==> src/hdl/ipb_pkg.sv <==
package ipb_pkg;

  // Default sizing of the bank.
  localparam int CHANNELS_DEF   = 4;
  localparam int COUNT_BITS_DEF = 21;

  // Fixed field widths.
  localparam int CHANNEL_W   = 2;
  localparam int DRIVE_W     = 8;
  localparam int GAIN_W      = 32;
  localparam int INTEG_W     = 32;
  localparam int POWER_W     = 25;
  localparam int CFG_INDEX_W = 2;
  localparam int CFG_DATA_W  = 32;

  // Fixed-point formats: gains carry 24 fractional bits, power carries 16.
  localparam int FRAC_BITS = 24;
  localparam int POW_FRAC  = 16;

  // Drive and power limits.
  localparam int DRIVE_MAX = 127;
  localparam int POW_LIMIT = 128;
  localparam int POW_CLAMP = 127;

  // Configuration register indexes.
  localparam logic [CFG_INDEX_W-1:0] CFG_GAIN_P = 2'd0;
  localparam logic [CFG_INDEX_W-1:0] CFG_GAIN_I = 2'd1;
  localparam logic [CFG_INDEX_W-1:0] CFG_GAIN_D = 2'd2;

  // Gain values after reset.
  localparam logic signed [GAIN_W-1:0] GAIN_P_RST = 32'sd33554;
  localparam logic signed [GAIN_W-1:0] GAIN_I_RST = 32'sd0;
  localparam logic signed [GAIN_W-1:0] GAIN_D_RST = 32'sd3355443;

  typedef struct packed {
    logic signed [GAIN_W-1:0] p;
    logic signed [GAIN_W-1:0] i;
    logic signed [GAIN_W-1:0] d;
  } gains_t;

endpackage

==> src/hdl/ipb_gain_regs.sv <==
module ipb_gain_regs
  import ipb_pkg::*;
(
  input  logic                   clk,
  input  logic                   rst,
  input  logic                   cfg_write,
  input  logic [CFG_INDEX_W-1:0] cfg_index,
  input  logic [CFG_DATA_W-1:0]  cfg_data,
  output gains_t                 gains
);

  // Gain registers; writes to unused indexes are dropped.
  always_ff @(posedge clk) begin
    if (rst) begin
      gains.p <= GAIN_P_RST;
      gains.i <= GAIN_I_RST;
      gains.d <= GAIN_D_RST;
    end else if (cfg_write) begin
      case (cfg_index)
        CFG_GAIN_P: gains.p <= $signed(cfg_data[GAIN_W-1:0]);
        CFG_GAIN_I: gains.i <= $signed(cfg_data[GAIN_W-1:0]);
        CFG_GAIN_D: gains.d <= $signed(cfg_data[GAIN_W-1:0]);
        default: begin
        end
      endcase
    end
  end

endmodule

==> config.mk <==
export PLATFORM = sky130hd
export DESIGN_NAME = ipb_gain_regs
export DESIGN_NICKNAME = d
export VERILOG_FILES = /design/src/hdl/ipb_pkg.sv /design/src/hdl/ipb_gain_regs.sv
export SDC_FILE = /design/constraint.sdc
export NUM_CORES = 1
export LEC_CHECK = 0
export BUFFER_PORTS_ARGS = -buffer_cell sky130_fd_sc_hd__buf_2
export CORE_MARGIN = 2
export CORE_UTILIZATION = 35
export CTS_BUF_LIST = sky130_fd_sc_hd__clkbuf_2 sky130_fd_sc_hd__clkbuf_4 sky130_fd_sc_hd__clkbuf_8
export DETAILED_ROUTE_END_ITERATION = 16
export PLACE_DENSITY = 0.72
export SKIP_LAST_GASP = 1
export SLEW_MARGIN = 0
export SYNTH_ARGS = -nofsm -noshare
export SYNTH_HDL_FRONTEND = slang
export SYNTH_SLANG_ARGS = --single-unit
==> constraint.sdc <==
create_clock -name clk -period 1.35 [get_ports clk]
set_clock_uncertainty 0.2 [all_clocks]
set_input_delay 0.405 -clock clk [delete_from_list [all_inputs] [get_ports clk]]
set_output_delay 0.405 -clock clk [all_outputs]
set_load 0.05 [all_outputs]
# Yosys cells after proc, flatten, opt, wreduce, memory -nomap -nowiden
# Index checks and enable logic that the tools add are counted.
# totals
reg_bits	96
inputBits	37
out_inout_bits	96
word_cells	9
# classes
eq_ne	2
n_reduce_logical	4
# op_table
op	n
2-bit AND reduction	3
2-bit by 1-bit equality test with 1-bit output (second input constant)	1
2-bit equality test (second input constant)	1
2-bit zero test	1

# Longest topological paths before layout
# Gate-level depths: netlist of run 1.
# logic_depth
ltp_word	2
mapped_depth	5
ltp_nobuf	2

# Worst setup path before layout of run 1
# No wires, ideal clock.
# synth_path
path_kind	input-to-reg
start	input cfg_index[1]
end	register gains[89] in the netlist's numbering
setup_time_ns	0.122
arrival_ns	1.039
required_ns	1.028
path_slack_ns	-0.011
stages	3
path_buffers	1
cell_sequence	or3b_1 buf_2 mux2i_1
# synth_between
elab_chain_cells	2
# synth_rtl
item	line_no	source
from (decl)	ipb_gain_regs.sv:7	input logic [CFG_INDEX_W-1:0] cfg_index,
2-bit zero test	ipb_gain_regs.sv:19	case (cfg_index)
2-bit AND reduction (no source line)	--	
to (decl)	ipb_gain_regs.sv:9	output gains_t gains
# No other way between the ends.
# A chain may end at the register's enable or synchronous reset.

# Final worst setup path of run 1
# layout_path
start	register gains[24] in the netlist's numbering
end	output gains[24] in the netlist's numbering
# No word-level cell between the ends.

==> flow_summary_export.csv, run 1 <==
group,metric,value,unit
finish,stdcell_count,666,
placement,dp_hpwl,6.31,mm
placement,portBuffers,132,
synth,synth_nets,401,
synth,netlist_area,0.00389,mm^2
finish,num_antenna_cells,0,
grt,grt_pass1_wl,15.3,mm
run_status,violations,"setup timing",
synth,ys.warnings.count,0,
sta,tightest_slew,0.349,ns
worst_setup_path,start_kind,"flop",
grt,track_usage,0.168,
cts,cts_buffers,9,
sta,setup_ws,-0.143,ns
sta,setup_viol,96,
worst_setup_path,setup.worst_path.class,"flop to output port",
sta,hold_viol,0,
worst_hold_path,hold_path_depth,3,
worst_setup_path,path_buf_inv,1,
cts,cts_max_level,3,
floorplanning,start_util,0.359,
finish,largest_reg_flops,96,
floorplanning,die_height,109,um
grt,grt_overflow,0,
synth,synthDistinctLibCells,12,
worst_setup_path,crit_fanout,2,
cts,clock_path_buffers,2,
worst_hold_path,min_to,"gains[12]",
sta,rsz0062_at_grt,"true",
grt,antenna_found_initial,0,
synth,syn_area_per_cell,10.7,um^2
finish,top_register,"gains",
floorplanning,coreArea,0.0108,mm^2
route,dr.pass1.iters,4,
worst_setup_path,ff2ff_path_depth,4,
power,power.leakage,2.86,nW
worst_setup_path,critPathCaptureType,"output port",
synth,yosys-top-cells-count,"nand2b_1, dfxtp_1, mux2i_1, nor2_1",
worst_setup_path,timing.reg2reg.setup_slack,0.30,ns
finish,fin_util,0.574,
cts,cts_tree,"yes",
finish,drive_gt1_frac,0.542,
sta,period_share,1.11,
worst_setup_path,crit_family,"flip-flops",
route,ant_nets,0,
worst_hold_path,worstHoldPathType,"primary input to flop",
synth,yosys_register_bits,96,
worst_hold_path,worstHoldStart,"cfg_data[12]",
floorplanning,dieWidth,109,um
cts,clk_latency,0.36,ns
worst_setup_path,critical_path_arrival,0.89,ns
route,drcViolationCount,0,
worst_setup_path,cp_slowest_cell,"dfxtp_2",
synth,ys.flop_type,"dfxtp_1",
run,drv_cap,0,
sta,relSlewSlack,0.767,
route,routedWlPerCell,15.1,um
power,ir_drop,0.598,mV
cts,clock-sinks,96,
worst_setup_path,worstReg2RegEnd,"gains[85]",
finish,synthToLayoutAreaGrowth,60.0,%
sta,final-max-slew-violation-count,0,
worst_setup_path,critical_path.max_stage_delay,0.36,ns
floorplanning,die_area,0.0120,mm^2
placement,routabilityCongestion,0.760,
route,routed_via_density,4.58,
finish,layout.nets,558,
grt,grt_max_degree,67,
synth,seq_area_frac_synth,0.494,
worst_setup_path,timing.rr.start,"gains[85]",
power,power_density,1010,mW/mm^2
sta,period_needed,1.49,ns
worst_setup_path,worst-path-stages,1,
floorplanning,rows,38,
cts,cts.clk_slew.worst_paths,0.10,ns
cts,postCtsHoldBufs,0,
route,num_vias,3052,
worst_setup_path,path_cells,"buf_6",
synth,async_flop_share,0,
synth,synth-edff-count,0,
floorplanning,ioPinCount,133,
synth,synth_most_common_cell,"nand2b_1",
grt,grt_pass1_vias,3101,
cts,cts_root_buf,"clkbuf_8",
route,dr.first_iter.drc_count,114,
run_status,status,"finished with violations",
synth,yosys-top-cells-area,"dfxtp_1, mux2i_1, nand2b_1",
route,wl,10.0,mm
worst_setup_path,cp.required,0.75,ns
synth,synth_top_cell_by_area,"dfxtp_1",
finish,reg.largest.list,"gains (96)",
synth,yosysTopAreaCellShare,0.494,
synth,syn_inst,364,
sta,fmax,670,MHz
placement,place_inst,623,
==> repair_timing <==
action / in CTS / in global routing
gates resized for setup: 353 / 22
cloned: 0 / 0
buffers inserted: 14 / 13
endpoints found under the setup margin: 96 / 96
endpoints found under the hold margin: 0 / 0
pin swaps: 0 / 0
==> layer usage <==
layer  wire length, um  global-route usage  share of wire
met1              4020               0.188           0.40
met5                 0                   0              0
met4               249              0.0832          0.025
met2              5180               0.292           0.52
met3               586              0.0451          0.058
==> area by class of cell <==
class,instances,area (um^2)
Fill cell,891,4620
Clock inverter,5,80.1
Clock buffer,11,145
Sequential cell,96,2040
Multi-Input combinational cell,242,1820
Tap cell,140,175
Timing Repair Buffer,172,1960
==> how the worst max path moves through the flow <==
stage                       from         to  slack [ns]
global route           gains[80]  gains[80]       -0.18
floorplan           cfg_index[1]  gains[89]       0.005
global placement    cfg_index[1]  gains[94]       -0.22
detailed placement  cfg_index[1]  gains[92]       -0.24
CTS                    gains[22]  gains[22]       -0.16
finish                 gains[24]  gains[24]       -0.14
==> kinds of logic after synthesis <==
kind of cell	synth area share
simple gates	0.219
mux	0.247
flops	0.494
buf+inv	0.0399
==> where the power goes <==
group	internal, mW	switching [mW]	total, mW	leakage, nW
combinational	0.517	0.625	1.14	1.94
sequential	2.95	0.0911	3.04	0.810
clock	1.11	1.01	2.12	0.109
==> layout by cell type (no fill, tap or decap), drive strengths merged <==
| cell | count |
|---|---|
| mux2i | 96 |
| nor2 | 30 |
| nand2b | 111 |
| clkinv | 1 |
| and3b | 1 |
| dfxtp | 96 |
| nor3b | 1 |
| nand3b | 2 |
| clkinvlp | 2 |
| bufinv | 2 |
| or3b | 1 |
| clkbuf | 11 |
| buf | 172 |
==> through the flow <==
| step | cell area, um^2 | TNS [ns] | total power [mW] | hold slack [ns] | setup WS [ns] |
|---|---|---|---|---|---|
| after global routing | 6220 | -15.33 | 6.56 | 0.102 | -0.179 |
| after detailed placement | 4750 | -12.87 | 3.96 | 0.262 | -0.244 |
| after global placement | 4750 | -11.07 | 3.94 | 0.255 | -0.224 |
| after floorplan | 3900 | 0 | 3.71 | 0.360 | 0.00532 |
| after CTS | 6040 | -13.58 | 6.32 | 0.0837 | -0.156 |
| final | 6220 | -11.59 | 6.31 | 0.108 | -0.143 |
(Power assumes the default switching activity.)
==> run 2: changes to the inputs <==
--- a/config.mk
+++ b/config.mk
@@ -7,10 +7,10 @@
 export LEC_CHECK = 0
 export BUFFER_PORTS_ARGS = -buffer_cell sky130_fd_sc_hd__buf_2
 export CORE_MARGIN = 2
-export CORE_UTILIZATION = 35
+export CORE_UTILIZATION = 45
 export CTS_BUF_LIST = sky130_fd_sc_hd__clkbuf_2 sky130_fd_sc_hd__clkbuf_4 sky130_fd_sc_hd__clkbuf_8
 export DETAILED_ROUTE_END_ITERATION = 16
-export PLACE_DENSITY = 0.72
+export PLACE_DENSITY = 0.87
 export SKIP_LAST_GASP = 1
 export SLEW_MARGIN = 0
 export SYNTH_ARGS = -nofsm -noshare
==> run 2 against run 1 <==
Effect of this change: the run still ends with setup timing left; worst setup slack improved by 0.010 ns; core utilization increased by 18 points; global-route usage up 5.2 points; cell count down 3.6%; first-iteration DRC count is 44% lower; wire length grew 8.7%; register-to-register slack about the same; hold slack better by 0.015 ns; sequential power is essentially flat.
==> flow_summary_export.csv, run 2 (synthesized netlist as in run 1, its figures left out) <==
group,metric,value,unit
route,num_vias,3198,
sta,fin_tns_setup,-10.71,ns
finish,most-common-layout-cells,"nand2b_1, mux2i_1, dfxtp_2",
finish,layout_commonest_cell,"nand2b_1",
finish,synthToLayoutAreaGrowth,61.2,%
finish,design_area,0.00627,mm^2
worst_setup_path,crit_start,"gains[87]",
placement,dpl-instance-area,0.00470,mm^2
power,power_density,1010,mW/mm^2
worst_setup_path,critPathCaptureType,"output port",
route,dr.first_iter.drc_count,64,
sta,relSlewSlack,0.781,
floorplanning,coreArea,0.00830,mm^2
grt,track_usage,0.220,
route,dr.pass1.iters,4,
sta,period_needed,1.48,ns
floorplanning,ioPinCount,133,
floorplanning,die_area,0.00940,mm^2
grt,grt_pass1_vias,3312,
cts,cts_buffers,9,
worst_setup_path,path_cells,"buf_8",
floorplanning,die_height,97.0,um
route,ant_nets,0,
finish,layout.nets,569,
placement,routabilityCongestion,0.832,
worst_setup_path,start_kind,"flop",
sta,hold_viol,0,
placement,portBuffers,132,
worst_setup_path,timing.reg2reg.setup_slack,0.30,ns
floorplanning,dieWidth,97.0,um
sta,final-max-slew-violation-count,0,
worst_setup_path,path_buf_inv,1,
route,drcViolationCount,0,
worst_setup_path,cp.required,0.75,ns
worst_hold_path,worstHoldPathType,"primary input to flop",
finish,reg.largest.list,"gains (96)",
worst_setup_path,worstReg2RegEnd,"gains[90]",
sta,tightest_slew,0.329,ns
worst_setup_path,critical_path.max_stage_delay,0.37,ns
worst_setup_path,crit_fanout,2,
cts,cts_tree,"yes",
run,drv_cap,0,
sta,fmax,674,MHz
floorplanning,start_util,0.469,
finish,num_antenna_cells,0,
cts,cts.clk_slew.worst_paths,0.10,ns
cts,cts_max_level,3,
finish,top_register,"gains",
cts,cts_root_buf,"clkbuf_8",
run_status,status,"finished with violations",
finish,largest_reg_flops,96,
cts,clk_latency,0.36,ns
floorplanning,rows,33,
worst_setup_path,setup.worst_path.class,"flop to output port",
run_status,violations,"setup timing",
worst_setup_path,ff2ff_path_depth,4,
sta,period_share,1.10,
placement,dp_hpwl,6.15,mm
route,routedWlPerCell,17.0,um
route,wl,10.9,mm
worst_hold_path,min_to,"gains[41]",
cts,clock_path_buffers,2,
power,ir_drop,0.594,mV
grt,grt_overflow,0,
worst_setup_path,timing.rr.start,"gains[90]",
worst_hold_path,worstHoldStart,"cfg_data[9]",
sta,setup_viol,96,
worst_setup_path,crit_family,"flip-flops",
grt,grt_pass1_wl,16.8,mm
finish,drive_gt1_frac,0.551,
grt,grt_max_degree,56,
sta,setup_ws,-0.133,ns
worst_hold_path,hold_path_depth,3,
sta,rsz0062_at_grt,"true",
cts,clock-sinks,96,
worst_setup_path,cp_slowest_cell,"dfxtp_2",
route,routed_via_density,4.98,
power,power.leakage,2.93,nW
grt,antenna_found_initial,0,
worst_setup_path,critical_path_arrival,0.88,ns
-- run 2: changes by cell type in the layout (fill, tap and decap cells not counted), sizes merged --
cell,previous run,this run
buf,172,183
-- run 2: how the worst max path moves through the flow --
stage,endpoint,slack (ns),cells past startpoint
finish,gains[87],-0.13,1
global route,gains[87],-0.17,1
CTS,gains[23],-0.14,1
detailed placement,gains[92],-0.24,3
global placement,gains[93],-0.21,3
floorplan,gains[89],0.005,3
-- run 2: cell type report --
cell class	count	area, um^2
clock buffer	11	145
clock inverter	5	80.1
fill	523	2030
multi-input combinational	242	1820
sequential	96	2040
tap	105	131
timing repair buffer	183	2050
-- run 2: stage by stage --
step | cells | hold WS, ns | worst slack [ns] | util | power [mW]
4_1_cts | 618 | 0.0957 | -0.144 | 0.721 | 6.27
3_3_place_gp | 586 | 0.254 | -0.208 | 0.567 | 3.94
3_5_place_dp | 586 | 0.263 | -0.237 | 0.567 | 3.96
5_1_grt | 642 | 0.123 | -0.170 | 0.756 | 6.54
6_report | 642 | 0.124 | -0.133 | 0.756 | 6.33
2_1_floorplan | 364 | 0.360 | 0.00532 | - | 3.71
-- run 2: report_power, final --
group	leakage (nW)	internal, mW	switching (mW)
clock	0.109	1.11	1.00
sequential	0.810	2.95	0.0948
combinational	2.01	0.531	0.640
-- run 2: what timing repair did --
action,4_1_cts,5_1_grt
gates cloned,0,0
gates resized for setup,345,29
hold buffers,0,0
setup endpoints to repair,96,96
setup buffers,16,24
-- run 2: metal layers --
metal,track usage,share of wire,vias up
met3,0.0527,0.042,20
met1,0.241,0.39,1565
met5,0,0,-
li1,-,-,1525
met2,0.402,0.55,88
met4,0.0932,0.018,0
