===== src/hdl/ipb_pkg.sv =====
package ipb_pkg;

  // Default sizing of the bank.
  localparam int CHANNELS_DEF   = 4;
  localparam int COUNT_BITS_DEF = 21;

  // Fixed field widths.
  localparam int CHANNEL_W   = 2;
  localparam int DRIVE_W     = 8;
  localparam int GAIN_W      = 32;
  localparam int INTEG_W     = 32;
  localparam int POWER_W     = 25;
  localparam int CFG_INDEX_W = 2;
  localparam int CFG_DATA_W  = 32;

  // Fixed-point formats: gains carry 24 fractional bits, power carries 16.
  localparam int FRAC_BITS = 24;
  localparam int POW_FRAC  = 16;

  // Drive and power limits.
  localparam int DRIVE_MAX = 127;
  localparam int POW_LIMIT = 128;
  localparam int POW_CLAMP = 127;

  // Configuration register indexes.
  localparam logic [CFG_INDEX_W-1:0] CFG_GAIN_P = 2'd0;
  localparam logic [CFG_INDEX_W-1:0] CFG_GAIN_I = 2'd1;
  localparam logic [CFG_INDEX_W-1:0] CFG_GAIN_D = 2'd2;

  // Gain values after reset.
  localparam logic signed [GAIN_W-1:0] GAIN_P_RST = 32'sd33554;
  localparam logic signed [GAIN_W-1:0] GAIN_I_RST = 32'sd0;
  localparam logic signed [GAIN_W-1:0] GAIN_D_RST = 32'sd3355443;

  typedef struct packed {
    logic signed [GAIN_W-1:0] p;
    logic signed [GAIN_W-1:0] i;
    logic signed [GAIN_W-1:0] d;
  } gains_t;

endpackage


===== src/hdl/ipb_chan_state.sv =====
module ipb_chan_state
  import ipb_pkg::*;
#(
  parameter int CHANNELS   = CHANNELS_DEF,
  parameter int COUNT_BITS = COUNT_BITS_DEF,
  localparam int IDX_W     = (CHANNELS > 1) ? $clog2(CHANNELS) : 1,
  localparam int E_W       = COUNT_BITS + 1
)(
  input  logic                    clk,
  input  logic                    rst,
  input  logic [IDX_W-1:0]        idx,
  input  logic                    wr_en,
  input  logic signed [E_W-1:0]   err_wr,
  input  logic signed [INTEG_W-1:0] integ_wr,
  input  logic signed [POWER_W-1:0] power_wr,
  output logic signed [E_W-1:0]   err_rd,
  output logic signed [INTEG_W-1:0] integ_rd,
  output logic signed [POWER_W-1:0] power_rd
);

  logic signed [E_W-1:0]     prev_err [CHANNELS];
  logic signed [INTEG_W-1:0] integ    [CHANNELS];
  logic signed [POWER_W-1:0] power    [CHANNELS];

  // Per-channel controller state, cleared by reset.
  always_ff @(posedge clk) begin
    if (rst) begin
      for (int k = 0; k < CHANNELS; k++) begin
        prev_err[k] <= '0;
        integ[k]    <= '0;
        power[k]    <= '0;
      end
    end else if (wr_en) begin
      prev_err[idx] <= err_wr;
      integ[idx]    <= integ_wr;
      power[idx]    <= power_wr;
    end
  end

  // The step in flight reads its channel's state directly.
  assign err_rd   = prev_err[idx];
  assign integ_rd = integ[idx];
  assign power_rd = power[idx];

endmodule


===== config.mk =====
export PLATFORM = sky130hd
export DESIGN_NAME = ipb_chan_state
export DESIGN_NICKNAME = d
export VERILOG_FILES = /design/src/hdl/ipb_pkg.sv /design/src/hdl/ipb_chan_state.sv
export SDC_FILE = /design/constraint.sdc
export NUM_CORES = 1
export LEC_CHECK = 0
export BUFFER_PORTS_ARGS = -buffer_cell sky130_fd_sc_hd__buf_4
export CAP_MARGIN = 20
export CORE_MARGIN = 5
export CORE_UTILIZATION = 55
export CTS_CLUSTER_SIZE = 16
export DETAILED_ROUTE_END_ITERATION = 7
export GPL_ROUTABILITY_DRIVEN = 0
export GPL_TIMING_DRIVEN = 0
export MAX_ROUTING_LAYER = met4
export PLACE_DENSITY = 0.84
export RECOVER_POWER = 25
export SLEW_MARGIN = 20
export SYNTH_ARGS = -nofsm -noshare
export SYNTH_HDL_FRONTEND = slang
export SYNTH_SLANG_ARGS = --single-unit

===== constraint.sdc =====
create_clock -name clk -period 7.61 [get_ports clk]
set_clock_uncertainty 0.05 [all_clocks]
set_input_delay 0.761 -clock clk [delete_from_list [all_inputs] [get_ports clk]]
set_output_delay 0.761 -clock clk [all_outputs]
set_load 0.02 [all_outputs]

# --- After elaboration in Yosys (flattened, before gate mapping) ---
# Memories as Yosys holds them, arrays and structs flattened.
# Index checks and enable logic that the tools add are counted.
totals:
  ff_bits: 0
  ram_bits: 316
  out_inout_bits: 79
  n_memories: 3
op_classes:
  n_mux: 14
  n_reduce_logical: 3
memory_table:
  columns: ["name", "depth", "word_bits", "rd", "rd_ports_with_merged_regs", "write_ports", "line", "source"]
  rows:
  - ["integ", 4, 32, 1, 0, 4, "ipb_chan_state.sv:22", "logic signed [INTEG_W-1:0] integ [CHANNELS];"]
  - ["power", 4, 25, 1, 0, 4, "ipb_chan_state.sv:23", "logic signed [POWER_W-1:0] power [CHANNELS];"]
  - ["prev_err", 4, 22, 1, 0, 4, "ipb_chan_state.sv:21", "logic signed [E_W-1:0] prev_err [CHANNELS];"]
op_table:
  columns: ["op", "count"]
  rows:
  - ["2-to-1 mux 32 bit", 1]
  - ["OR reduction 32 bit", 1]
  - ["2-to-1 mux 25 bit", 1]
  - ["OR reduction 25 bit", 1]
  - ["2-to-1 mux 22 bit", 1]
  - ["OR reduction 22 bit", 1]
  - ["2-to-1 mux 1 bit", 8]
  - ["2-to-1 mux 2 bit", 3]

# --- Longest topological paths before layout ---
# Gate-level depths: netlist of run 1.
depth:
  ltp_word: 5
  depth_mapped: 5
  depth_no_buf: 2

# --- Worst setup path before layout of run 1 ---
# Ideal clock, no wire load.
synth_path:
  kind: "input to register"
  start: "input port idx[0]"
  end: "memory integ[0][0], enable pin"
  setup_time_ps: 533
  arrival_time_ps: 5116
  setup_slack_ps: 1912
  cell_stages: 5
  path_buffers: 3
  path_cell_list: "buf_2 -> or2_1 -> clkbuf_1 -> buf_2 -> o21bai_1"
synth_lines:
  columns: ["item", "line", "source"]
  rows:
  - ["from (decl)", "ipb_chan_state.sv:11", "input logic [IDX_W-1:0] idx,"]
  - ["to (decl)", "ipb_chan_state.sv:22", null]

==> results of run 1 <==
-- report_power, final --
group          switching [mW]  leakage [nW]  internal, mW
registers              0.0323          3.11          2.06
logic                   0.277          2.76         0.225
clock network           0.640         0.524         0.948
total                   0.949          6.39          3.23
-- registers in the layout (all words and copies together) (netlist names) --
| register | count |
|---|---|
| integ | 128 |
| power | 100 |
| prev_err | 88 |
-- worst max-delay path by stage --
| stage | to | slack, ps | startpoint |
|---|---|---|---|
| after floorplan | integ[0][0] | 1910 | idx[0] |
| after global placement | integ[0][28] | -1370 | idx[0] |
| after detailed placement | integ[1][6] | 4210 | idx[1] |
| after CTS | err_rd[1] | 4450 | idx[1] |
| after global routing | prev_err[2][12] | 4090 | idx[0] |
| final | integ[2][10] | 4120 | idx[0] |
-- per-stage QoR --
step,instances,setup slack (ps),power [mW]
global placement,1345,-1370,2.604
finish,1419,4120,4.178
CTS,1418,4451,4.214
global route,1419,4088,4.328
floorplan,861,1912,2.401
detailed placement,1359,4205,2.634
-- cell families (layout without fill, tap and decap cells) --
group	after synthesis	count (layout)	synth area share, %
DFF	316	316	70.77
other	0	1	0
muxes	79	79	13.27
AOI/OAI and AO/OA	4	4	0.2333
and+or+nand+nor	319	319	11.20
buffers and inverters	143	376	4.526
-- layout make-up --
class | count | area, um2
Inverter | 80 | 300.3
Antenna cell | 1 | 2.502
Clock inverter | 16 | 127.6
Timing Repair Buffer | 174 | 1568
Sequential cell | 316 | 9489
Clock buffer | 43 | 948.4
Fill cell | 1671 | 7699
Multi-Input combinational cell | 402 | 3346
Buffer | 63 | 291.5
Tap cell | 324 | 405.4
-- critical path, delay by kind of cell --
family                 cells  cell delay, ps
buffers and inverters      7            2410
AO/OA/AOI/OAI              1             290
AND/OR/NAND/NOR            1             200
-- per-layer routing --
layer  track usage (%)  routed length, um  vias up
li1                  -                  -     3561
met1             29.94              11580     4005
met2             38.30              15770      333
met3             4.237               2296       40
met4             5.703                629        0
met5                 -                  0        -
-- cells in the final DEF (no fill, tap or decap), drive strengths merged --
master	instances
a31o	1
buf	201
bufinv	2
clkbuf	79
clkinv	12
clkinvlp	2
diode	1
edfxtp	316
inv	80
mux4	79
nand2b	2
nand3b	79
nor2	237
o21bai	3
or2	1
==> tab_implementation.tex, run 1 <==
\begin{tabular}{lr}
\hline
Metric & Value \\
\hline
\multicolumn{2}{l}{\textbf{Status}} \\
Result of the run & finished clean \\
\multicolumn{2}{l}{\textbf{Power}} \\
Leakage Power & 6.394 nW \\
Cell Pwr Density & 253.5 mW/mm2 \\
Peak ir drop on the vdd network & 0.1999 mV \\
\multicolumn{2}{l}{\textbf{CTS}} \\
Maximum clock insertion buffer count & 3 \\
Total clock sinks & 316 \\
TritonCTS clock tree & built \\
Post-CTS setup-driven buffer insertion count & 0 \\
Number of cells upsized or downsized after cts & 0 \\
Total of hold buffers inserted after clock tree synthesis & 0 \\
Num CTS Buffers & 34 \\
H-tree depth reported by CTS & 2 \\
Root Driver & clkbuf\_16 \\
Clock-pin slew reported for the worst setup and hold paths after clock tree synthesis & 60 ps \\
\multicolumn{2}{l}{\textbf{Worst setup path}} \\
Critical path type & in -> reg \\
Maximum cell stage delay along the critical path & 580 ps \\
CP Launch Type & input pin \\
WP data required & 7810 ps \\
Top cell by count, worst path & clkbuf\_1 \\
Largest fanout of any net on the critical path & 20 \\
Arrival time at the worst endpoint & 3690 ps \\
Endpoint type of the worst setup path & flop \\
CP Cell Sequence & clkbuf\_1 > clkbuf\_1 > nand2b\_1 > clkbuf\_1 > clkbuf\_1 > o21bai\_4 > buf\_16 > buf\_16 > buf\_16 \\
Slowest CP cell & clkbuf\_1 \\
\multicolumn{2}{l}{\textbf{Die}} \\
Height of the die & 166.1 um \\
Initial core utilization & 55.46\% \\
Horiz. Die Dim & 166.1 um \\
Site row count & 57 \\
Number of top-level pins & 163 \\
Core region area & 0.02418 mm2 \\
Die footprint & 0.02760 mm2 \\
\multicolumn{2}{l}{\textbf{Yosys}} \\
Top FF cell, synth & edfxtp\_1 \\
Largest cells by area after synthesis & edfxtp\_1 71\%, mux4\_2 13\%, nor2\_1 6.6\% \\
Commonest cells in the netlist & 316 x edfxtp\_1, 237 x nor2\_1, 80 x inv\_1, 79 x mux4\_2, 79 x nand3b\_1 \\
Number of standard cells after synthesis & 861 \\
Portion of synthesized cell area occupied by the leading cell type & 70.77\% \\
Post-Syn Nets & 945 \\
Total of warnings raised by yosys & 0 \\
Number of synthesized flops with an enable pin & 316 \\
Proportion of register bits with asynchronous set or reset after synthesis & 0\% \\
Top cell type by total area after synthesis & edfxtp\_1 \\
Sequential share of the synthesized area & 70.77\% \\
Syn Std Cell Area & 0.01341 mm2 \\
Cell with the most instances after synthesis & edfxtp\_1 \\
Synthesized flop and latch total & 316 \\
Mean cell area of the mapped netlist & 15.57 um2 \\
Unique cell type count in the Yosys netlist & 12 \\
\multicolumn{2}{l}{\textbf{Timing}} \\
Max Slew Vio Count & 0 \\
Min cycle time layout & 3490 ps \\
Worst hold-check slack & 593.8 ps \\
Worst Tran Pin Value & 1123 ps \\
Post-route clock period utilization & 45.86\% \\
Fmax & 286.6 MHz \\
Setup repair after global routing missed its margin & false \\
Worst max-slew margin expressed relative to the limit & 25.12\% \\
Fin Setup TNS & 0 ps \\
Count of final hold-check violations & 0 \\
Count of endpoints failing setup in the final report & 0 \\
\multicolumn{2}{l}{\textbf{Drt}} \\
Routed vias/inst & 5.595 \\
Antenna viol nets, final & 0 \\
Via count of the routed design & 7939 \\
DRC marker count from the first detailed-route iteration & 696 \\
Total iterations of the first detailed-routing run & 5 \\
Count of unresolved DRC violations after routing & 0 \\
Wire length per cell & 21.33 um \\
Wire length reported by the detailed router & 30270 um \\
\multicolumn{2}{l}{\textbf{Layout}} \\
Layout area overhead & 22.90\% \\
Share of post-route cells with drive strength above 1 & 30.16\% \\
Final core utilization & 68.16\% \\
Post-Layout Inst Area & 0.01648 mm2 \\
Post-layout nets & 1155 \\
\multicolumn{2}{l}{\textbf{GRT}} \\
Gr ovfl total & 0 \\
Pin count of the biggest net entering global routing & 39 \\
Overall routing resource usage & 23.02\% \\
Wire length of the first global-routing pass & 47610 um \\
Vias in the first global route & 8533 \\
Number of antenna violations at the first check in global routing & 1 \\
\multicolumn{2}{l}{\textbf{Placed design}} \\
\# port buffers & 160 \\
Total placed instance area & 0.01543 mm2 \\
Detail Placement HPWL & 19760 um \\
\multicolumn{2}{l}{\textbf{Hold path}} \\
Cell depth of the worst hold path & 3 \\
Hold path startpoint & integ\_wr[18] \\
Hold Crit Class & in -> reg \\
Hold Crit Endpoint & integ[3][18] \\
\multicolumn{2}{l}{\textbf{Flow run}} \\
Max-cap violation count & 0 \\
\hline
\end{tabular}
No activity file was read; power rests on OpenSTA's default activity.
==> inputs of run 2 (changes only) <==
- clock period: 7.61 -> 3.57 ns (I/O delays scaled with it)
==> run 2 against run 1 <==
Against the previous run:
- first-iteration DRC count is 8.8% lower
- critical path depth shrank 1
- total power is 100% higher
- count of clock-buffer cells in the layout decreased by 2
- hold slack got worse by 450 ps
- sequential power increased by 110%
- combinational power increased by 110%
- global-route usage is 0.49 points lower
- critical path type unchanged
- critical endpoint is now integ[2][14]
- highest routed layer unchanged
==> tab_implementation.tex, run 2 (same netlist as run 1, synthesis figures left out) <==
\begin{tabular}{lr}
\hline
Metric & Value \\
\hline
\multicolumn{2}{l}{\textbf{Layout}} \\
Largest register FFs & 128 (unchanged) \\
Most frequent cells in the layout & 316 x edfxtp\_1, 237 x nor2\_1, 166 x buf\_4 \\
Register with the most flip-flops & integ \\
Share of post-route cells with drive strength above 1 & 28.99\% (-1.2 points) \\
Most common cell after layout, fill and taps aside & edfxtp\_1 \\
Post-layout nets & 1152 (-0.26\%) \\
Layout area overhead & 21.46\% \\
Registers with the highest flip-flop counts & integ: 128 flops, power: 100 flops, prev\_err: 88 flops \\
\multicolumn{2}{l}{\textbf{GRT}} \\
Overall routing resource usage & 22.53\% (-0.49 points) \\
Pin count of the biggest net entering global routing & 38 (-2.6\%) \\
Vias in the first global route & 8249 (-3.3\%) \\
Gr ovfl total & 0 (unchanged) \\
Wire length of the first global-routing pass & 46490 um (-2.4\%) \\
Number of antenna violations at the first check in global routing & 2 (+1) \\
\multicolumn{2}{l}{\textbf{Die}} \\
Core region area & 0.02418 mm2 (unchanged) \\
Site row count & 57 (unchanged) \\
Die footprint & 0.02760 mm2 (unchanged) \\
Height of the die & 166.1 um (unchanged) \\
Horiz. Die Dim & 166.1 um (unchanged) \\
Number of top-level pins & 163 (unchanged) \\
Initial core utilization & 55.46\% (unchanged) \\
\multicolumn{2}{l}{\textbf{Timing}} \\
Min cycle time layout & 2739 ps \\
Fin Setup TNS & 0 ps (unchanged) \\
Max Slew Vio Count & 0 (unchanged) \\
Setup repair after global routing missed its margin & false \\
Post-route clock period utilization & 76.72\% \\
Count of final hold-check violations & 0 (unchanged) \\
Worst Tran Pin Value & 917.5 ps (-205.6 ps) \\
Worst max-slew margin expressed relative to the limit & 38.83\% (+14 points) \\
Count of endpoints failing setup in the final report & 0 (unchanged) \\
Fmax & 365.1 MHz \\
\multicolumn{2}{l}{\textbf{Drt}} \\
Routed vias/inst & 5.500 (-1.7\%) \\
Via count of the routed design & 7788 (-1.9\%) \\
Total iterations of the first detailed-routing run & 5 (unchanged) \\
Wire length per cell & 21.29 um (-0.23\%) \\
Count of unresolved DRC violations after routing & 0 (unchanged) \\
DRC marker count from the first detailed-route iteration & 635 (-8.8\%) \\
Wire length reported by the detailed router & 30140 um (-0.44\%) \\
Antenna viol nets, final & 0 (unchanged) \\
\multicolumn{2}{l}{\textbf{CTS}} \\
Clock-pin slew reported for the worst setup and hold paths after clock tree synthesis & 60 ps (about the same) \\
Total of hold buffers inserted after clock tree synthesis & 0 (unchanged) \\
Post-CTS setup-driven buffer insertion count & 0 (unchanged) \\
Total clock sinks & 316 (unchanged) \\
Number of cells upsized or downsized after cts & 0 (unchanged) \\
Root Driver & clkbuf\_16 \\
TritonCTS clock tree & built \\
Num CTS Buffers & 31 (-8.8\%) \\
Maximum clock insertion buffer count & 3 (unchanged) \\
H-tree depth reported by CTS & 1 (-1) \\
\multicolumn{2}{l}{\textbf{Hold path}} \\
Hold Crit Class & in -> reg \\
\multicolumn{2}{l}{\textbf{Status}} \\
Result of the run & finished clean \\
\multicolumn{2}{l}{\textbf{Placed design}} \\
Detail Placement HPWL & 19810 um (+0.24\%) \\
\# port buffers & 160 (unchanged) \\
\multicolumn{2}{l}{\textbf{Worst setup path}} \\
Maximum cell stage delay along the critical path & 550 ps (-30 ps) \\
CP Launch Type & input pin \\
CP Cell Sequence & clkbuf\_1 > clkbuf\_1 > nand2b\_1 > clkbuf\_1 > clkbuf\_1 > o21bai\_4 > buf\_12 > buf\_16 \\
Endpoint type of the worst setup path & flop \\
Slowest CP cell & clkbuf\_1 \\
Critical path type & in -> reg \\
Category of cells accounting for the largest share of critical-path delay & buffers and inverters \\
WP data required & 3820 ps (-3990 ps) \\
Arrival time at the worst endpoint & 2980 ps (-710 ps) \\
Worst Path Buf+Inv & 6 (-1) \\
Top cell by count, worst path & clkbuf\_1 \\
Largest fanout of any net on the critical path & 19 (-5.0\%) \\
\multicolumn{2}{l}{\textbf{Power}} \\
Leakage Power & 6.295 nW (-1.5\%) \\
Peak ir drop on the vdd network & 0.3418 mV (+71\%) \\
Cell Pwr Density & 523.0 mW/mm2 (+110\%) \\
Overall power consumption & 8.518 mW (+100\%) \\
\multicolumn{2}{l}{\textbf{Flow run}} \\
Max-cap violation count & 0 (unchanged) \\
\hline
\end{tabular}
[run 2: changes by cell type in the layout (fill, tap and decap cells not counted)]
cell / delta
buf_8: +1
diode_2: +1
clkinvlp_4: -2
buf_16: -4
buf_12: +3
buf_4: -1
clkbuf_16: -6
buf_2: -5
clkbuf_1: +10
[run 2: layout make-up]
class / count / area (um2)
tap: 324 / 405.4
timing repair buffer: 174 / 1529
inverter: 80 / 300.3
clock inverter: 14 / 112.6
clock buffer: 41 / 813.3
multi-input combinational: 402 / 3346
buffer: 63 / 285.3
fill: 1665 / 7891
sequential: 316 / 9489
antenna: 2 / 5.005
[run 2: where the power goes]
group / switching, mW / total, mW / internal (mW)
clock network: 1.28 / 3.01 / 1.73
registers: 0.0691 / 4.45 / 4.38
logic: 0.586 / 1.06 / 0.473
total: 1.93 / 8.52 / 6.58
[run 2: path summary, 6_finish.rpt]
path                  startpoint               to  slack (ps)  cells past startpoint
worst max-delay path      idx[0]     integ[2][14]         830                      8
worst min-delay path  err_wr[14]  prev_err[3][14]         140                      3
[run 2: through the flow]
step	util (%)	hold slack (ps)	setup WS (ps)	instances	area (um2)
floorplan	-	586.1	-33.24	861	13420
global placement	62.15	685.2	-2082	1345	15030
detailed placement	63.67	688.9	756.6	1359	15390
CTS	67.49	119.8	1251	1414	16320
global route	67.36	152.1	630.7	1416	16290
finish	67.36	141.1	831.0	1416	16290
[run 2: layer usage]
| metal | part of all wire (%) | GRT usage (%) |
|---|---|---|
| met5 | 0 | - |
| met3 | 8.3 | 3.951 |
| met1 | 38 | 29.41 |
| met4 | 2.8 | 6.851 |
| met2 | 51 | 36.88 |
==> inputs of run 3 (changes only) <==
- CORE_UTILIZATION: 55 -> 52
- PLACE_DENSITY: 0.84 -> 0.83
- clock period: 3.57 -> 2.35 ns (I/O delays scaled with it)
==> run 3 against run 2 <==
Against the previous run:
- clock power rose by 63%
- die area rose by 5.4%
- sequential cell count unchanged
- setup slack worse by 560 ps
- sequential share of layout area fell by 0.66 points
- critical path depth up 1
- combinational power rose by 54%
- cell count up 0.56%
- sequential power grew 52%
- via count up 1.4%
- first-iteration DRC count grew 18%
==> tab_implementation.tex, run 3 (same netlist as run 1, synthesis figures left out) <==
\begin{tabular}{lr}
\hline
Metric & Value \\
\hline
\multicolumn{2}{l}{\textbf{Layout}} \\
Final core utilization & 65.23\% (-2.1 points) \\
Largest register FFs & 128 (unchanged) \\
Share of post-route cells with drive strength above 1 & 30.13\% (+1.1 points) \\
Register with the most flip-flops & integ \\
Most frequent cells in the layout & 316 x edfxtp\_1, 237 x nor2\_1, 166 x buf\_4 \\
Most common cell after layout, fill and taps aside & edfxtp\_1 \\
Post-Layout Inst Area & 0.01647 mm2 (+1.2\%) \\
Layout area overhead & 22.86\% \\
Filler cell count in the final layout & 1807 (+8.5\%) \\
Post-layout nets & 1155 (+0.26\%) \\
Registers with the highest flip-flop counts & integ: 128 flops, power: 100 flops, prev\_err: 88 flops \\
\multicolumn{2}{l}{\textbf{Timing}} \\
Min cycle time layout & 2082 ps \\
Count of final hold-check violations & 0 (unchanged) \\
Worst Tran Pin Value & 895.0 ps (-22.58 ps) \\
Setup repair after global routing missed its margin & false \\
Worst max-slew margin expressed relative to the limit & 40.34\% (+1.5 points) \\
Fmax & 480.4 MHz \\
Post-route clock period utilization & 88.58\% \\
Max Slew Vio Count & 0 (unchanged) \\
Count of endpoints failing setup in the final report & 0 (unchanged) \\
Minimum setup slack in the final design & 268.4 ps (-562.6 ps) \\
\multicolumn{2}{l}{\textbf{CTS}} \\
Maximum clock insertion buffer count & 3 (unchanged) \\
Total of hold buffers inserted after clock tree synthesis & 0 (unchanged) \\
Post-CTS setup-driven buffer insertion count & 0 (unchanged) \\
Clock-pin slew reported for the worst setup and hold paths after clock tree synthesis & 60 ps (about the same) \\
Num CTS Buffers & 34 (+9.7\%) \\
TritonCTS clock tree & built \\
Number of cells upsized or downsized after cts & 0 (unchanged) \\
H-tree depth reported by CTS & 2 (+1) \\
Total clock sinks & 316 (unchanged) \\
Root Driver & clkbuf\_16 \\
\multicolumn{2}{l}{\textbf{Worst setup path}} \\
WP data required & 2490 ps (-1330 ps) \\
Largest fanout of any net on the critical path & 22 (+3) \\
Endpoint type of the worst setup path & flop \\
Critical path type & in -> reg \\
CP Launch Type & input pin \\
Arrival time at the worst endpoint & 2220 ps (-760 ps) \\
\multicolumn{2}{l}{\textbf{Flow run}} \\
Max-cap violation count & 0 (unchanged) \\
\multicolumn{2}{l}{\textbf{Drt}} \\
Antenna viol nets, final & 0 (unchanged) \\
Wire length per cell & 21.45 um (+0.78\%) \\
Via count of the routed design & 7897 (+1.4\%) \\
Count of unresolved DRC violations after routing & 0 (unchanged) \\
Wire length reported by the detailed router & 30550 um (+1.4\%) \\
DRC marker count from the first detailed-route iteration & 751 (+18\%) \\
Routed vias/inst & 5.546 (+0.83\%) \\
Total iterations of the first detailed-routing run & 5 (unchanged) \\
\multicolumn{2}{l}{\textbf{GRT}} \\
Pin count of the biggest net entering global routing & 30 (-21\%) \\
Vias in the first global route & 8414 (+2.0\%) \\
Overall routing resource usage & 22.12\% (-0.41 points) \\
Gr ovfl total & 0 (unchanged) \\
Wire length of the first global-routing pass & 47420 um (+2.0\%) \\
Number of antenna violations at the first check in global routing & 2 (unchanged) \\
\multicolumn{2}{l}{\textbf{Power}} \\
Combinational share of power & 12.3\% (about the same) \\
Leakage Power & 6.391 nW (+1.5\%) \\
Total net switching power & 3.063 mW (+58\%) \\
Switching share of power & 23.01\% (+0.32 points) \\
Proportion of power drawn by the clock network & 36.9\% (+1.6 points) \\
Cell Pwr Density & 808.0 mW/mm2 (+54\%) \\
P\_int & 10.25 mW (+56\%) \\
Sequential fraction of design power & 50.8\% (-1.5 points) \\
Peak ir drop on the vdd network & 0.5227 mV (+53\%) \\
\multicolumn{2}{l}{\textbf{Placed design}} \\
Total placed instance area & 0.01547 mm2 (+0.52\%) \\
Detail Placement HPWL & 20550 um (+3.7\%) \\
Worst setup timing slack at the placement stage & -134.0 ps (-890.6 ps) \\
\# port buffers & 160 (unchanged) \\
\multicolumn{2}{l}{\textbf{Die}} \\
Site row count & 58 (+1.8\%) \\
Die footprint & 0.02910 mm2 (+5.4\%) \\
Number of top-level pins & 163 (unchanged) \\
Initial core utilization & 53.09\% (-2.4 points) \\
Horiz. Die Dim & 170.6 um (+2.7\%) \\
Core region area & 0.02525 mm2 (+4.5\%) \\
Height of the die & 170.6 um (+2.7\%) \\
\multicolumn{2}{l}{\textbf{Status}} \\
Result of the run & finished clean \\
\multicolumn{2}{l}{\textbf{Hold path}} \\
Hold Crit Class & in -> reg \\
\hline
\end{tabular}
[run 3: worst max-delay path, cell delays in order]
cell	delay [ps]
clkbuf_1	100
buf_8	160
nand2b_1	140
clkbuf_1	330
buf_6	270
o21bai_4	350
buf_16	230
buf_16	180
buf_12	190
[run 3: final timing paths]
| check | startpoint | to | slack [ps] | cells past startpoint |
|---|---|---|---|---|
| min | err_wr[20] | prev_err[3][20] | 70 | 3 |
| max | idx[1] | prev_err[1][19] | 270 | 9 |
[run 3: power groups by stage]
stage	Clock, mW	Sequential, mW	Combinational (mW)
after floorplan	0	6.84	0.923
after global placement	0	6.87	1.54
after detailed placement	0	6.89	1.66
after CTS	5.00	6.77	1.66
after global routing	5.25	6.80	1.74
final	4.91	6.77	1.63
[run 3: routing by layer]
layer | routed length [um] | global-route usage, % | vias to the layer above | share of wire [%]
li1 | - | - | 3551 | -
met1 | 11950 | 29.19 | 3966 | 39
met2 | 15420 | 36.16 | 332 | 50
met3 | 2538 | 4.205 | 48 | 8.3
met4 | 635 | 5.556 | 0 | 2.1
met5 | 0 | - | - | 0
[run 3: final cells by class]
cell class | count | area (um2) | area share [%]
multi-input combinational | 402 | 3354 | 20.36
inverter | 80 | 300.3 | 1.823
sequential | 316 | 9489 | 57.60
timing repair buffer | 174 | 1549 | 9.403
tap | 330 | 412.9 | 2.506
buffer | 63 | 332.8 | 2.020
antenna | 2 | 5.005 | 0.03038
clock buffer | 42 | 944.7 | 5.734
clock inverter | 15 | 85.08 | 0.5165
[run 3: through the flow]
stage          power (mW)  hold WS (ps)  std cells  TNS (ps)
6_report            13.31         68.77       1424         0
5_1_grt             13.79         80.91       1424         0
3_3_place_gp        8.416         565.6       1351   -395700
3_5_place_dp        8.541         567.2       1365     -9627
2_1_floorplan       7.766         464.1        861    -26720
4_1_cts             13.43         50.18       1422         0
